<file path="config.mk">
export PLATFORM = sky130hd
export DESIGN_NAME = multichannel_pwm_fade_engine_flat
export DESIGN_NICKNAME = d
export VERILOG_FILES = /design/src/hdl/mpfe_pkg.sv /design/src/hdl/mpfe_if.sv /design/src/hdl/multichannel_pwm_fade_engine.sv /design/src/hdl/mpfe_ram.sv /design/src/hdl/mpfe_div.sv /design/src/flat_wrapper.sv
export SDC_FILE = /design/constraint.sdc
export NUM_CORES = 2
export LEC_CHECK = 0
export BUFFER_PORTS_ARGS = -buffer_cell sky130_fd_sc_hd__buf_2
export CAP_MARGIN = 10
export CORE_MARGIN = 10
export CORE_UTILIZATION = 30
export DETAILED_ROUTE_END_ITERATION = 8
export GPL_ROUTABILITY_DRIVEN = 0
export PLACE_DENSITY = 0.54
export REMOVE_ABC_BUFFERS = 1
export SYNTH_ARGS = -nofsm -noshare
export SYNTH_HDL_FRONTEND = slang
export SYNTH_HIERARCHICAL = 1
export SYNTH_SLANG_ARGS = --single-unit
</file>
<file path="constraint.sdc">
create_clock -name i_clk -period 8.9 [get_ports i_clk]
set_clock_uncertainty 0.1 [all_clocks]
set_input_delay 1.78 -clock i_clk [delete_from_list [all_inputs] [get_ports i_clk]]
set_output_delay 1.78 -clock i_clk [all_outputs]
set_load 0.1 [all_outputs]
</file>
<file path="src/hdl/mpfe_pkg.sv">
// shared types and constants for the pwm fade engine
package mpfe_pkg;

    typedef enum logic [2:0] {
        CMD_SET    = 3'd0,
        CMD_FADE   = 3'd1,
        CMD_CANCEL = 3'd2,
        CMD_ALLOFF = 3'd3,
        CMD_TICK   = 3'd4,
        CMD_QUERY  = 3'd5
    } t_cmd;

    localparam logic [1:0] KIND_WRITE = 2'd0;
    localparam logic [1:0] KIND_ACK   = 2'd1;
    localparam logic [1:0] KIND_QUERY = 2'd2;

    localparam logic [7:0] ADDR_BASE = 8'h06;
    localparam logic [7:0] ADDR_ALL  = 8'hFA;
    localparam logic [7:0] FULL_BIT  = 8'h10;
    localparam logic [9:0] TICK_PERIOD_RESET = 10'd100;

    // fade record packed into one memory word
    typedef struct packed {
        logic        active;
        logic [11:0] cur;
        logic [11:0] tgt;
        logic [21:0] step;
        logic [23:0] acc;
    } t_rec;

    localparam int REC_W = $bits(t_rec);

    typedef struct packed {
        logic [1:0]  kind;
        logic        status;
        logic [7:0]  addr;
        logic [7:0]  on_low;
        logic [7:0]  on_high;
        logic [7:0]  off_low;
        logic [7:0]  off_high;
        logic [11:0] level;
        logic        fading;
        logic        last;
    } t_res;

    // request for the serial divider
    typedef struct packed {
        logic        start;
        logic [23:0] dividend;
        logic [9:0]  divisor;
    } t_div_req;

endpackage

</file>
<file path="src/hdl/mpfe_if.sv">
// valid/ready channels for commands and results
interface mpfe_cmd_if;
    logic        valid;
    logic        ready;
    logic [2:0]  command;
    logic [7:0]  channel_index;
    logic [15:0] duty_value;
    logic [23:0] fade_time_ms;
    modport source (output valid, command, channel_index, duty_value, fade_time_ms,
                    input ready);
    modport sink (input valid, command, channel_index, duty_value, fade_time_ms,
                  output ready);
endinterface

interface mpfe_res_if;
    logic        valid;
    logic        ready;
    logic [1:0]  result_kind;
    logic        status;
    logic [7:0]  register_address;
    logic [7:0]  on_low;
    logic [7:0]  on_high;
    logic [7:0]  off_low;
    logic [7:0]  off_high;
    logic [11:0] level_now;
    logic        fading;
    logic        last;
    modport source (output valid, result_kind, status, register_address, on_low,
                    on_high, off_low, off_high, level_now, fading, last,
                    input ready);
    modport sink (input valid, result_kind, status, register_address, on_low,
                  on_high, off_low, off_high, level_now, fading, last,
                  output ready);
endinterface

</file>
<file path="src/hdl/multichannel_pwm_fade_engine.sv">
// top level: command sequencer over the fade record memory
// set, cancel, query and unknown requests give their result after a read of the channel record;
// fade start divides the fade time by the tick period, then the level delta by the tick count;
// all off clears every record; tick updates each channel in turn and waits while a write is pending
// one request at a time; the next is accepted the cycle after the last result is taken
// reset: synchronous active low, then a clearing pass over every channel record with no request accepted
module multichannel_pwm_fade_engine import mpfe_pkg::*; #(
    parameter int CHANNELS  = 16,
    parameter int MAX_LEVEL = 4095
) (
    input  logic       i_clk,
    input  logic       i_rst_n,
    input  logic       i_cfg_we,
    input  logic [9:0] i_cfg_wdata,
    mpfe_cmd_if.sink   cmd,
    mpfe_res_if.source res
);
    localparam int AW = (CHANNELS > 1) ? $clog2(CHANNELS) : 1;
    localparam logic [11:0] MAXL = 12'(MAX_LEVEL);
    localparam logic [AW:0] LASTCH = (AW + 1)'(CHANNELS - 1);

    typedef enum logic [3:0] {
        S_CLEAR, S_IDLE, S_READ, S_EXEC, S_DIV1, S_DIV2, S_FADEW,
        S_TREAD, S_TEXEC, S_TEND, S_OUT, S_AOFF
    } t_state;

    t_state      r_state;
    logic [9:0]  r_period;
    logic [2:0]  r_cmd;
    logic [7:0]  r_ch;
    logic [11:0] r_lvl;
    logic [23:0] r_tms;
    logic [AW:0] r_idx;
    t_res        r_res;
    logic        r_rv;
    t_rec        r_rec;
    logic        r_neg;
    logic [11:0] r_dmag;
    logic        r_hold_v;
    logic [7:0]  r_hold_addr;
    logic [11:0] r_hold_lvl;
    logic [23:0] r_tk;
    logic [4:0]  r_k;
    logic [23:0] r_q2;
    logic [23:0] r_rm;

    logic        m_we;
    logic [AW-1:0] m_addr;
    t_rec        m_wd, m_rd;
    logic [REC_W-1:0] m_rd_raw;
    t_div_req    div_req;
    logic        div_done;
    logic [23:0] div_q;

    logic        valid_ch;
    logic [31:0] acc_ext;
    logic [23:0] acc_n;
    logic signed [15:0] nxt_s;
    logic [11:0] nxt;
    logic        tdone;
    logic signed [12:0] delta;
    logic [7:0]  ch_addr;
    logic [7:0]  idx_addr;
    logic [24:0] sh2;
    logic        q2_bit;
    logic [23:0] q2_n;

    function automatic t_res mk_write(logic [7:0] addr, logic [11:0] lv, logic lst);
        t_res r;
        r = '0;
        r.kind  = KIND_WRITE;
        r.addr  = addr;
        r.level = lv;
        r.last  = lst;
        if (lv == 12'd0) begin
            r.off_high = FULL_BIT;
        end else if (lv >= MAXL) begin
            r.on_high = FULL_BIT;
        end else begin
            r.off_low  = lv[7:0];
            r.off_high = {4'd0, lv[11:8]};
        end
        return r;
    endfunction

    function automatic t_res mk_ack(logic st);
        t_res r;
        r = '0;
        r.kind   = KIND_ACK;
        r.status = st;
        r.last   = 1'b1;
        return r;
    endfunction

    function automatic t_res mk_query(logic st, logic [11:0] lv, logic fad);
        t_res r;
        r = '0;
        r.kind   = KIND_QUERY;
        r.status = st;
        r.level  = lv;
        r.fading = fad;
        r.last   = 1'b1;
        return r;
    endfunction

    // a nonzero delta never gives a zero step
    function automatic logic [21:0] st_s_f(logic ng, logic [20:0] q, logic [11:0] dm);
        logic [20:0] m;
        m = (q == 21'd0 && dm != 12'd0) ? 21'd1 : q;
        return ng ? 22'(-$signed({1'b0, m})) : {1'b0, m};
    endfunction

    mpfe_ram #(.WIDTH(REC_W), .DEPTH(1 << AW)) u_ram (
        .i_clk(i_clk), .i_we(m_we), .i_addr(m_addr), .i_wdata(m_wd),
        .o_rdata(m_rd_raw)
    );
    assign m_rd = t_rec'(m_rd_raw);

    mpfe_div u_div (
        .i_clk(i_clk), .i_rst_n(i_rst_n), .i_req(div_req),
        .o_done(div_done), .o_quot(div_q)
    );

    assign valid_ch = r_ch < 8'(CHANNELS);
    assign ch_addr  = ADDR_BASE + {r_ch[5:0], 2'b00};
    assign idx_addr = ADDR_BASE + 8'({r_idx, 2'b00});

    // step division: restoring, one quotient bit a cycle
    assign sh2    = {r_rm, r_q2[23]};
    assign q2_bit = sh2 >= {1'b0, r_tk};
    assign q2_n   = {r_q2[22:0], q2_bit};

    always_comb begin
        acc_n   = m_rd.acc + {{2{m_rd.step[21]}}, m_rd.step};
        acc_ext = {{8{acc_n[23]}}, acc_n};
        // truncation toward zero of acc/256
        nxt_s   = 16'(($signed(acc_ext) + (acc_n[23] ? 32'sd255 : 32'sd0)) >>> 8);
        tdone   = 1'b0;
        if (!m_rd.step[21]) begin
            if (nxt_s >= $signed({4'd0, m_rd.tgt})) tdone = 1'b1;
        end else begin
            if (nxt_s <= $signed({4'd0, m_rd.tgt})) tdone = 1'b1;
        end
        if (tdone) nxt = m_rd.tgt;
        else if (nxt_s < 0) nxt = 12'd0;
        else if (nxt_s > $signed({4'd0, MAXL})) nxt = MAXL;
        else nxt = nxt_s[11:0];
        delta  = $signed({1'b0, r_lvl}) - $signed({1'b0, m_rd.cur});
    end

    always_comb begin
        m_we    = 1'b0;
        m_addr  = r_ch[AW-1:0];
        m_wd    = m_rd;
        div_req = '0;
        unique case (r_state)
            S_CLEAR, S_AOFF: begin
                m_we = 1'b1; m_addr = r_idx[AW-1:0]; m_wd = '0;
            end
            S_TREAD: m_addr = r_idx[AW-1:0];
            S_TEXEC: begin
                m_addr = r_idx[AW-1:0];
                m_we   = m_rd.active;
                m_wd.acc = acc_n;
                m_wd.cur = nxt;
                m_wd.active = !tdone;
            end
            S_EXEC: begin
                m_we = valid_ch && (r_cmd == CMD_SET || r_cmd == CMD_CANCEL);
                m_wd.active = 1'b0;
                if (r_cmd == CMD_SET) begin
                    m_wd.cur = r_lvl; m_wd.tgt = r_lvl;
                end else begin
                    m_wd.tgt = m_rd.cur;
                end
                if (r_cmd == CMD_FADE && valid_ch) begin
                    div_req.start    = 1'b1;
                    div_req.dividend = r_tms;
                    div_req.divisor  = (r_period == 10'd0) ? 10'd1 : r_period;
                end
            end
            S_FADEW: begin m_we = 1'b1; m_wd = r_rec; end
            default: ;
        endcase
    end

    assign cmd.ready = (r_state == S_IDLE);

    always_ff @(posedge i_clk) begin
        if (!i_rst_n) begin
            r_state  <= S_CLEAR;
            r_idx    <= '0;
            r_rv     <= 1'b0;
            r_hold_v <= 1'b0;
            r_period <= TICK_PERIOD_RESET;
        end else begin
            if (i_cfg_we) r_period <= i_cfg_wdata;
            if (r_rv && res.ready) r_rv <= 1'b0;
            unique case (r_state)
                S_CLEAR: begin
                    r_idx <= r_idx + 1'b1;
                    if (r_idx == LASTCH) r_state <= S_IDLE;
                end
                S_IDLE: if (cmd.valid) begin
                    r_cmd <= (cmd.command == CMD_FADE && cmd.fade_time_ms == 24'd0) ?
                             CMD_SET : cmd.command;
                    r_ch  <= cmd.channel_index;
                    r_lvl <= (cmd.duty_value > 16'(MAX_LEVEL)) ? MAXL : cmd.duty_value[11:0];
                    r_tms <= cmd.fade_time_ms;
                    r_idx <= '0;
                    r_hold_v <= 1'b0;
                    r_state <= S_READ;
                end
                S_READ: begin
                    if (r_cmd == CMD_TICK) r_state <= S_TREAD;
                    else if (r_cmd == CMD_ALLOFF) r_state <= S_AOFF;
                    else r_state <= S_EXEC;
                end
                S_EXEC: begin
                    case (r_cmd) inside
                        CMD_SET, CMD_CANCEL, CMD_FADE: begin
                            if (!valid_ch) begin
                                r_res <= mk_ack(1'b1);
                                r_rv <= 1'b1;
                                r_state <= S_OUT;
                            end else if (r_cmd == CMD_SET) begin
                                r_res <= mk_write(ch_addr, r_lvl, 1'b1);
                                r_rv <= 1'b1;
                                r_state <= S_OUT;
                            end else if (r_cmd == CMD_CANCEL) begin
                                r_res <= mk_ack(1'b0);
                                r_rv <= 1'b1;
                                r_state <= S_OUT;
                            end else begin
                                r_state <= S_DIV1;
                                r_neg <= delta[12];
                                r_dmag <= delta[12] ? 12'(-delta) : delta[11:0];
                                r_rec.cur <= m_rd.cur;
                                r_rec.tgt <= r_lvl;
                                r_rec.active <= 1'b1;
                                r_rec.acc <= {4'd0, m_rd.cur, 8'd0};
                            end
                        end
                        CMD_QUERY: begin
                            r_res <= valid_ch ? mk_query(1'b0, m_rd.cur, m_rd.active) :
                                                mk_query(1'b1, 12'd0, 1'b0);
                            r_rv <= 1'b1;
                            r_state <= S_OUT;
                        end
                        default: begin
                            r_res <= mk_ack(1'b0);
                            r_rv <= 1'b1;
                            r_state <= S_OUT;
                        end
                    endcase
                end
                S_DIV1: if (div_done) begin
                    r_tk <= (div_q == 24'd0) ? 24'd1 : div_q;
                    r_q2 <= {4'd0, r_dmag, 8'd0};
                    r_rm <= '0;
                    r_k  <= '0;
                    r_state <= S_DIV2;
                end
                S_DIV2: begin
                    r_rm <= q2_bit ? 24'(sh2 - {1'b0, r_tk}) : sh2[23:0];
                    r_q2 <= q2_n;
                    r_k  <= r_k + 5'd1;
                    if (r_k == 5'd23) begin
                        r_rec.step <= st_s_f(r_neg, 21'(q2_n), r_dmag);
                        r_state <= S_FADEW;
                    end
                end
                S_FADEW: begin
                    r_state <= S_OUT;
                    r_rv <= 1'b1;
                    r_res <= mk_ack(1'b0);
                end
                S_AOFF: begin
                    r_idx <= r_idx + 1'b1;
                    if (r_idx == LASTCH) begin
                        r_res <= mk_write(ADDR_ALL, 12'd0, 1'b1);
                        r_rv <= 1'b1;
                        r_state <= S_OUT;
                    end
                end
                S_TREAD: if (!r_rv) r_state <= S_TEXEC;
                // a write is held until the scan knows whether another one follows
                S_TEXEC: begin
                    if (m_rd.active) begin
                        if (r_hold_v) begin
                            r_res <= mk_write(r_hold_addr, r_hold_lvl, 1'b0);
                            r_rv <= 1'b1;
                        end
                        r_hold_v    <= 1'b1;
                        r_hold_addr <= idx_addr;
                        r_hold_lvl  <= nxt;
                    end
                    r_idx <= r_idx + 1'b1;
                    r_state <= (r_idx == LASTCH) ? S_TEND : S_TREAD;
                end
                S_TEND: if (!r_rv) begin
                    r_res <= r_hold_v ? mk_write(r_hold_addr, r_hold_lvl, 1'b1) :
                                        mk_ack(1'b0);
                    r_rv <= 1'b1;
                    r_state <= S_OUT;
                end
                S_OUT: if (r_rv && res.ready) r_state <= S_IDLE;
                default: r_state <= S_IDLE;
            endcase
        end
    end

    assign res.valid            = r_rv;
    assign res.result_kind      = r_res.kind;
    assign res.status           = r_res.status;
    assign res.register_address = r_res.addr;
    assign res.on_low           = r_res.on_low;
    assign res.on_high          = r_res.on_high;
    assign res.off_low          = r_res.off_low;
    assign res.off_high         = r_res.off_high;
    assign res.level_now        = r_res.level;
    assign res.fading           = r_res.fading;
    assign res.last             = r_res.last;

    a_ready_idle: assert property (@(posedge i_clk) disable iff (!i_rst_n)
        cmd.ready |-> !r_rv) else $error("command taken with result pending");
    a_clear_noready: assert property (@(posedge i_clk) disable iff (!i_rst_n)
        (r_state == S_CLEAR) |-> !cmd.ready) else $error("ready during clearing pass");
    a_div_done: assert property (@(posedge i_clk) disable iff (!i_rst_n)
        div_done |-> (r_state == S_DIV1)) else $error("stray divider completion");
    a_valid_state: assert property (@(posedge i_clk) disable iff (!i_rst_n)
        res.valid |-> (r_state == S_OUT || r_state == S_TREAD || r_state == S_TEND))
        else $error("result offered in wrong state");
endmodule

</file>
<file path="src/hdl/mpfe_ram.sv">
// generic single-port ram with registered read
module mpfe_ram #(
    parameter int WIDTH = 8,
    parameter int DEPTH = 16
) (
    input  logic                     i_clk,
    input  logic                     i_we,
    input  logic [$clog2(DEPTH)-1:0] i_addr,
    input  logic [WIDTH-1:0]         i_wdata,
    output logic [WIDTH-1:0]         o_rdata
);
    logic [WIDTH-1:0] r_mem [DEPTH];

    always_ff @(posedge i_clk) begin
        if (i_we) begin
            r_mem[i_addr] <= i_wdata;
        end
        o_rdata <= r_mem[i_addr];
    end
endmodule

</file>
<file path="src/hdl/mpfe_div.sv">
// restoring divider: quotient of 24-bit dividend by 10-bit divisor, one bit a cycle
module mpfe_div import mpfe_pkg::*; (
    input  logic        i_clk,
    input  logic        i_rst_n,
    input  t_div_req    i_req,
    output logic        o_done,
    output logic [23:0] o_quot
);
    logic [4:0]  r_cnt;
    logic        r_busy;
    logic [23:0] r_q;
    logic [10:0] r_rem;
    logic [9:0]  r_den;
    logic [10:0] n_rem;
    logic [10:0] n_sh;

    always_comb begin
        n_sh  = {r_rem[9:0], r_q[23]};
        n_rem = (n_sh >= {1'b0, r_den}) ? n_sh - {1'b0, r_den} : n_sh;
    end

    always_ff @(posedge i_clk) begin
        if (!i_rst_n) begin
            r_busy <= 1'b0;
            o_done <= 1'b0;
            r_cnt  <= '0;
        end else begin
            o_done <= 1'b0;
            if (i_req.start) begin
                r_busy <= 1'b1;
                r_cnt  <= 5'd0;
                r_q    <= i_req.dividend;
                r_rem  <= '0;
                r_den  <= i_req.divisor;
            end else if (r_busy) begin
                r_rem <= n_rem;
                r_q   <= {r_q[22:0], n_sh >= {1'b0, r_den}};
                r_cnt <= r_cnt + 5'd1;
                if (r_cnt == 5'd23) begin
                    r_busy <= 1'b0;
                    o_done <= 1'b1;
                end
            end
        end
    end

    assign o_quot = r_q;
endmodule

</file>
<file path="src/flat_wrapper.sv">
// flat-port wrapper written by rule: the top's interface ports become plain ports
module multichannel_pwm_fade_engine_flat import mpfe_pkg::*;
#(
    parameter int CHANNELS  = 16,
    parameter int MAX_LEVEL = 4095
)
  (i_clk, i_rst_n, i_cfg_we, i_cfg_wdata, cmd_valid, cmd_command, cmd_channel_index, cmd_duty_value, cmd_fade_time_ms, cmd_ready, res_valid, res_result_kind, res_status, res_register_address, res_on_low, res_on_high, res_off_low, res_off_high, res_level_now, res_fading, res_last, res_ready);
  mpfe_cmd_if cmd_i ();
  mpfe_res_if res_i ();
  input  logic i_clk;
  input  logic i_rst_n;
  input  logic i_cfg_we;
  input  logic [9:0] i_cfg_wdata;
  input wire logic [$bits(cmd_i.valid)-1:0] cmd_valid;
  input wire logic [$bits(cmd_i.command)-1:0] cmd_command;
  input wire logic [$bits(cmd_i.channel_index)-1:0] cmd_channel_index;
  input wire logic [$bits(cmd_i.duty_value)-1:0] cmd_duty_value;
  input wire logic [$bits(cmd_i.fade_time_ms)-1:0] cmd_fade_time_ms;
  output wire logic [$bits(cmd_i.ready)-1:0] cmd_ready;
  output wire logic [$bits(res_i.valid)-1:0] res_valid;
  output wire logic [$bits(res_i.result_kind)-1:0] res_result_kind;
  output wire logic [$bits(res_i.status)-1:0] res_status;
  output wire logic [$bits(res_i.register_address)-1:0] res_register_address;
  output wire logic [$bits(res_i.on_low)-1:0] res_on_low;
  output wire logic [$bits(res_i.on_high)-1:0] res_on_high;
  output wire logic [$bits(res_i.off_low)-1:0] res_off_low;
  output wire logic [$bits(res_i.off_high)-1:0] res_off_high;
  output wire logic [$bits(res_i.level_now)-1:0] res_level_now;
  output wire logic [$bits(res_i.fading)-1:0] res_fading;
  output wire logic [$bits(res_i.last)-1:0] res_last;
  input wire logic [$bits(res_i.ready)-1:0] res_ready;
  assign cmd_i.valid = cmd_valid;
  assign cmd_i.command = cmd_command;
  assign cmd_i.channel_index = cmd_channel_index;
  assign cmd_i.duty_value = cmd_duty_value;
  assign cmd_i.fade_time_ms = cmd_fade_time_ms;
  assign cmd_ready = cmd_i.ready;
  assign res_valid = res_i.valid;
  assign res_result_kind = res_i.result_kind;
  assign res_status = res_i.status;
  assign res_register_address = res_i.register_address;
  assign res_on_low = res_i.on_low;
  assign res_on_high = res_i.on_high;
  assign res_off_low = res_i.off_low;
  assign res_off_high = res_i.off_high;
  assign res_level_now = res_i.level_now;
  assign res_fading = res_i.fading;
  assign res_last = res_i.last;
  assign res_i.ready = res_ready;
  multichannel_pwm_fade_engine #(.CHANNELS(CHANNELS), .MAX_LEVEL(MAX_LEVEL)) u_core (.i_clk(i_clk), .i_rst_n(i_rst_n), .i_cfg_we(i_cfg_we), .i_cfg_wdata(i_cfg_wdata), .cmd(cmd_i), .res(res_i));
endmodule
</file>
# Word level (Yosys, flattened, before mapping)
# Memories as Yosys holds them, arrays and structs flattened. A register that Yosys moved wholly into a read port is not among the register bits.
# Index checks and enable logic that the tools add are counted.
[classes] n_addsub=12 order_cmp=10 n_eq_ne=31 n_mux=88 bitwise_logic=6 reduce_logical=42
[ops] cell="$mux 57" count=9
[ops] cell="$pmux 57 s5" count=1
[ops] cell="$mux 24" count=5
[ops] cell="$pmux 24 s2" count=2
[ops] cell="$pmux 24 s3" count=1
[ops] cell="$mux 35" count=2
[ops] cell="$mux 4" count=16
[ops] cell="$mux 12" count=5
[ops] cell="$mux 56" count=1
[ops] cell="$mux 55" count=1
[ops] cell="$pmux 13 s4" count=1
[ops] cell="$logic_not 24->1" count=2
[ops] cell="$pmux 4 s12" count=1
[ops] cell="$pmux 22 s2" count=1
[ops] cell="$mux 21" count=2
[ops] cell="$pmux 12 s3" count=1
[ops] cell="$mux 16" count=2
[ops] cell="$mux 10" count=3
[ops] cell="$mux 13" count=2
[ops] cell="$ge 25x24->1" count=1
[ops] cell="$add 24x24->24" count=1
[ops] cell="$add 24x9->24" count=1
[ops] cell="$ge 12x12->1 const B" count=2
[ops] cell="$logic_not 12->1" count=2
[ops] cell="53 further kinds" count=124
[totals] regBits=332 mem_bits_rw=1136 input_bits=66 wordCells=228 n_memories=1
[mem_list] name="u_core.u_ram.r_mem" words=16 width=71 rd=1 rd_ports_with_merged_regs=1 write_ports=1 line="mpfe_ram.sv:12" rtl="logic [WIDTH-1:0] r_mem [DEPTH];"

# Longest topological paths before layout
[logic_depth] depth_word=8 ltp_mapped=31 ltp_nobuf=29

# By module
# Netlist, hierarchy kept.
[by_module_without_submodules] mod="mpfe_ram" n_inst=1 cells_each=1827 area_each_um2=43879.6
[by_module_without_submodules] mod="multichannel_pwm_fade_engine" n_inst=1 cells_each=1695 area_each_um2=16676.0
[by_module_without_submodules] mod="mpfe_div" n_inst=1 cells_each=191 area_each_um2=2536.2

# Least setup slack after synthesis
# No wires, ideal clock.
[synth_path] kind="register to register" start="register u_core.r_state[3]" end="memory u_core/u_ram/r_mem[0][0] (netlist name) (enable)" t_arrival_ns=6.961 t_required_ns=8.213 setup_slack_ns=1.251 stages_incl_launch_ff=9 path_buffers=1 path_cell_list="dfxtp_1 -> clkbuf_1 -> nor2b_1 -> o21ai_0 -> nor2_1 -> a21oi_1 -> mux2_2 -> or3b_2 -> nor3_1"
[synth_lines] item="start, declared" line="multichannel_pwm_fade_engine.sv:27" rtl="t_state r_state;"
[synth_lines] item="start signal, assigned" line="multichannel_pwm_fade_engine.sv:299" rtl="r_state <= (r_idx == LASTCH) ? S_TEND : S_TREAD;"
[synth_lines] item="$eq 4x4->1, or another cell as far along" line="multichannel_pwm_fade_engine.sv:156" rtl="unique case (r_state)"
[synth_lines] item="$reduce_or 4->1 (no source line) *"
[synth_lines] item="$mux 4 *" line="multichannel_pwm_fade_engine.sv:156"
[synth_lines] item="via u_core.m_addr[2]" line="multichannel_pwm_fade_engine.sv:48" rtl="logic [AW-1:0] m_addr;"
[synth_lines] item="end, declared" line="mpfe_ram.sv:12"
# Mark *: on every way through the listed nets, which the timed path passes. The rest lies on a longest branch.

==> tab_implementation.tex <==
\begin{tabular}{lr}
\hline
Metric & Value \\
\hline
\multicolumn{2}{l}{\textbf{Job}} \\
\quad Total of max-cap violations & 0 \\
\multicolumn{2}{l}{\textbf{Clock network}} \\
\quad Number of buffers added to fix hold violations after cts & 0 \\
\quad Number of clock sinks & 1518 \\
\quad Clock latency at the later pin of the worst-skew pair & 790 ps \\
\quad Post-CTS resize count & 0 \\
\quad Number of buffers inserted during clock tree synthesis & 161 \\
\quad Deepest clock path buffer count & 3 \\
\quad Max H-tree Level & 4 \\
\quad Setup repair bufs after CTS & 0 \\
\quad Clock tree from TritonCTS & yes \\
\quad Clk slew on worst S/H paths & 60 ps \\
\quad Buffer type at the clock tree root & sky130\_fd\_sc\_hd\_\_clkbuf\_16 \\
\multicolumn{2}{l}{\textbf{Layout}} \\
\quad Layout area overhead & 15.0\% \\
\quad Nets@finish & 4021 \\
\quad Share of post-route cells with drive strength above 1 & 0.206 \\
\quad Commonest non-fill, non-tap cell in the layout & sky130\_fd\_sc\_hd\_\_edfxtp\_1 \\
\quad Post-route cell area & 72600 um2 \\
\quad Fill cells & 19906 \\
\quad Top library cells by usage in the layout, fill and taps aside & sky130\_fd\_sc\_hd\_\_edfxtp\_1, sky130\_fd\_sc\_hd\_\_mux4\_2, sky130\_fd\_sc\_hd\_\_nand2\_1 \\
\multicolumn{2}{l}{\textbf{Drt}} \\
\quad Number of detailed-route iterations in the first pass & 7 \\
\quad Post-route DRC & 0 \\
\quad Number of nets still failing antenna checks after routing & 0 \\
\quad DR vias/cell & 5.13 \\
\quad Via Count & 34933 \\
\quad Starting DRT DRC Count & 3482 \\
\quad Routed wire per std cell & 25.3 um \\
\quad Total wire length after detailed routing & 173000 um \\
\multicolumn{2}{l}{\textbf{Power and ir drop}} \\
\quad Total Power & 27.5 mW \\
\quad Leakage power figure & 23.9 nW \\
\quad Worst supply voltage drop on vdd & 265 uV \\
\quad Total power per unit cell area & 380 nW/um2 \\
\multicolumn{2}{l}{\textbf{Yosys}} \\
\quad Count of flip-flops with a built-in enable after synthesis & 1419 \\
\quad Unique cell type count in the Yosys netlist & 103 \\
\quad Avg Cell Area, Syn & 17.0 um2 \\
\quad Cells taking the most area after synthesis & sky130\_fd\_sc\_hd\_\_edfxtp\_1, sky130\_fd\_sc\_hd\_\_mux4\_2, sky130\_fd\_sc\_hd\_\_dfxtp\_1, sky130\_fd\_sc\_hd\_\_a22oi\_1, sky130\_fd\_sc\_hd\_\_ha\_1 \\
\quad Number of instances in the synthesized netlist & 3713 \\
\quad Synth Register Bits & 1518 \\
\quad Cell area after technology mapping & 63100 um2 \\
\quad Register area share after synthesis & 0.707 \\
\quad Async SR Flop Fraction & 0 \\
\quad Yosys Warn Count & 6 \\
\quad Library cell with the largest summed area after synthesis & sky130\_fd\_sc\_hd\_\_edfxtp\_1 \\
\quad Area share of the leading cell type in the synthesized netlist & 0.675 \\
\quad Dominant synthesized flop cell & sky130\_fd\_sc\_hd\_\_edfxtp\_1 \\
\multicolumn{2}{l}{\textbf{STA}} \\
\quad Number of setup violations in the final report & 0 \\
\quad Clock period minus final worst setup slack & 8370 ps \\
\quad Slew at the pin closest to its max-slew limit & 1210 ps \\
\quad Post-route worst setup slack & 533 ps \\
\quad RSZ-0062 raised after global routing & false \\
\quad Slew headroom & 0.185 \\
\quad Max-slew violation total from the final report & 0 \\
\quad Final number of hold-violating endpoints & 0 \\
\quad Final period util & 0.940 \\
\quad Max frequency & 120 MHz \\
\quad Setup TNS Final & 0 ps \\
\multicolumn{2}{l}{\textbf{Die}} \\
\quad Core ar. & 209000 um2 \\
\quad Row Count & 168 \\
\quad Die Span Y & 479 um \\
\quad Effective utilization at floorplan & 0.301 \\
\quad Die width & 479 um \\
\quad Area enclosed by the die boundary & 229000 um2 \\
\quad IO Pins & 125 \\
\multicolumn{2}{l}{\textbf{Critical path}} \\
\quad Sort of element at the start of the critical path & flop \\
\quad Nature of the critical path endpoint & flop \\
\quad Critical path start-end classification & flop to flop \\
\quad Library cell contributing the largest single delay on the critical path & sky130\_fd\_sc\_hd\_\_a21oi\_1 \\
\quad Cell repeated most along the worst path & sky130\_fd\_sc\_hd\_\_ha\_1 \\
\quad WP data arrival & 8790 ps \\
\quad Crit-path max cell delay & 850 ps \\
\quad Critical path data required time & 9320 ps \\
\quad Highest fanout seen on the critical path & 16 \\
\quad Worst reg2reg setup slack & 530 ps \\
\multicolumn{2}{l}{\textbf{Placement}} \\
\quad Placed standard-cell area & 67000 um2 \\
\quad Count of input and output buffers & 105 \\
\quad Dpl ws & 841 ps \\
\quad HPWL after detailed placement & 101000 um \\
\multicolumn{2}{l}{\textbf{Run status}} \\
\quad Run status & finished clean \\
\multicolumn{2}{l}{\textbf{Global route}} \\
\quad Gr usage total & 0.146 \\
\quad Wire length of the first global-routing pass & 250000 um \\
\quad Grt ovf & 0 \\
\quad Pin count of the biggest net entering global routing & 99 \\
\quad Number of global-route vias before repair & 35217 \\
\quad Initial antenna violation count & 11 \\
\multicolumn{2}{l}{\textbf{Hold path}} \\
\quad Worst hold-check path type & flop to flop \\
\hline
\end{tabular}
report_power, final:
group	internal (mW)	total (mW)	switching [mW]
clock network	4.04	6.84	2.81
registers	10.1	10.5	0.431
logic	3.56	10.2	6.62
layout make-up:
type                            count  area [um2]  share of cell area
Timing Repair Buffer              187        1200              0.0165
Tap cell                         2805        3510              0.0484
Antenna cell                       14        35.0            0.000483
Multi-Input combinational cell   1862       17300               0.238
Sequential cell                  1518       44600               0.615
Clock inverter                     82        1030              0.0142
Inverter                          131         492             0.00678
Clock buffer                      216        4420              0.0609
cells by family (layout without fill, tap and decap cells):
family	count (synthesis)	in the layout	share of synthesized area
compound gates	619	619	0.0702
xor+xnor	101	101	0.0143
fa+ha+maj	94	94	0.0191
buf+inv	351	616	0.0244
flops	1518	1518	0.707
mux	342	342	0.111
other cells	1	33	0.0000594
simple gates	687	687	0.0537
metrics by stage:
| stage | util | cells | hold slack [ps] |
|---|---|---|---|
| 2_1_floorplan | - | 3511 | 346 |
| 3_3_place_gp | 0.320 | 6501 | 380 |
| 3_5_place_dp | 0.320 | 6501 | 379 |
| 4_1_cts | 0.346 | 6799 | 379 |
| 5_1_grt | 0.347 | 6814 | 410 |
| 6_report | 0.347 | 6815 | 393 |
flip-flops by register name, summed over array words and instances (netlist names), 12 cells and up:
| register | count |
|---|---|
| u_core/u_ram/r_mem | 1136 |
| u_core/u_ram/o_rdata | 71 |
| u_core/r_rec | 46 |
| u_core/r_q2 | 24 |
| u_core/r_rm | 24 |
| u_core/r_tk | 24 |
| u_core/r_tms | 24 |
| u_core/u_div/o_quot | 24 |
| u_core/r_dmag | 12 |
| u_core/r_hold_lvl | 12 |
| u_core/r_lvl | 12 |
| u_core/res.level_now | 12 |
cells in the mapped netlist, drive strengths merged, types with 18 or more instances:
library cell and instances:
nor4 31, nand2 254, o21ai 92, inv 130
a21o 25, edfxtp 1419, mux4 284, a21oi 114
dfxtp 99, mux2 31, ha 90, clkbuf 146
xnor2 65, xor2 36, nand2b 25, and2 23
mux2i 27, a22oi 156, buf 74, nor2 131
o21a 18, nand3 42, a22o 44, nor3 36
nand4 23, and3 48
worst paths after layout:
kind | cells after the start | end | startpoint
worst max-delay path | 30 | u_core/u_ram/r_mem[12][70] | u_core/u_ram/o_rdata[8]
worst min-delay path | 2 | u_core/res.register_address[2] | u_core/r_hold_addr[2]
worst max register to register | 30 | u_core/u_ram/r_mem[12][70] | u_core/u_ram/o_rdata[8]
worst min register to register | 2 | u_core/res.register_address[2] | u_core/r_hold_addr[2]
routing by layer:
metal  part of all wire  global-route usage
met5                  0                   0
met4              0.038              0.0561
met3              0.055              0.0238
met2               0.48               0.238
met1               0.43               0.195
worst max-delay path: cells and delay by family, from the launching register on:
| kind | cells | cell delay (ps) |
|---|---|---|
| AOI/OAI and AO/OA | 14 | 3790 |
| and+or+nand+nor | 8 | 2040 |
| adders and majority gates | 3 | 990 |
| buffers and inverters | 4 | 630 |
| DFF | 1 | 320 |
| xor gates and xnor gates | 1 | 200 |
Power figures use the tool's default switching activity.
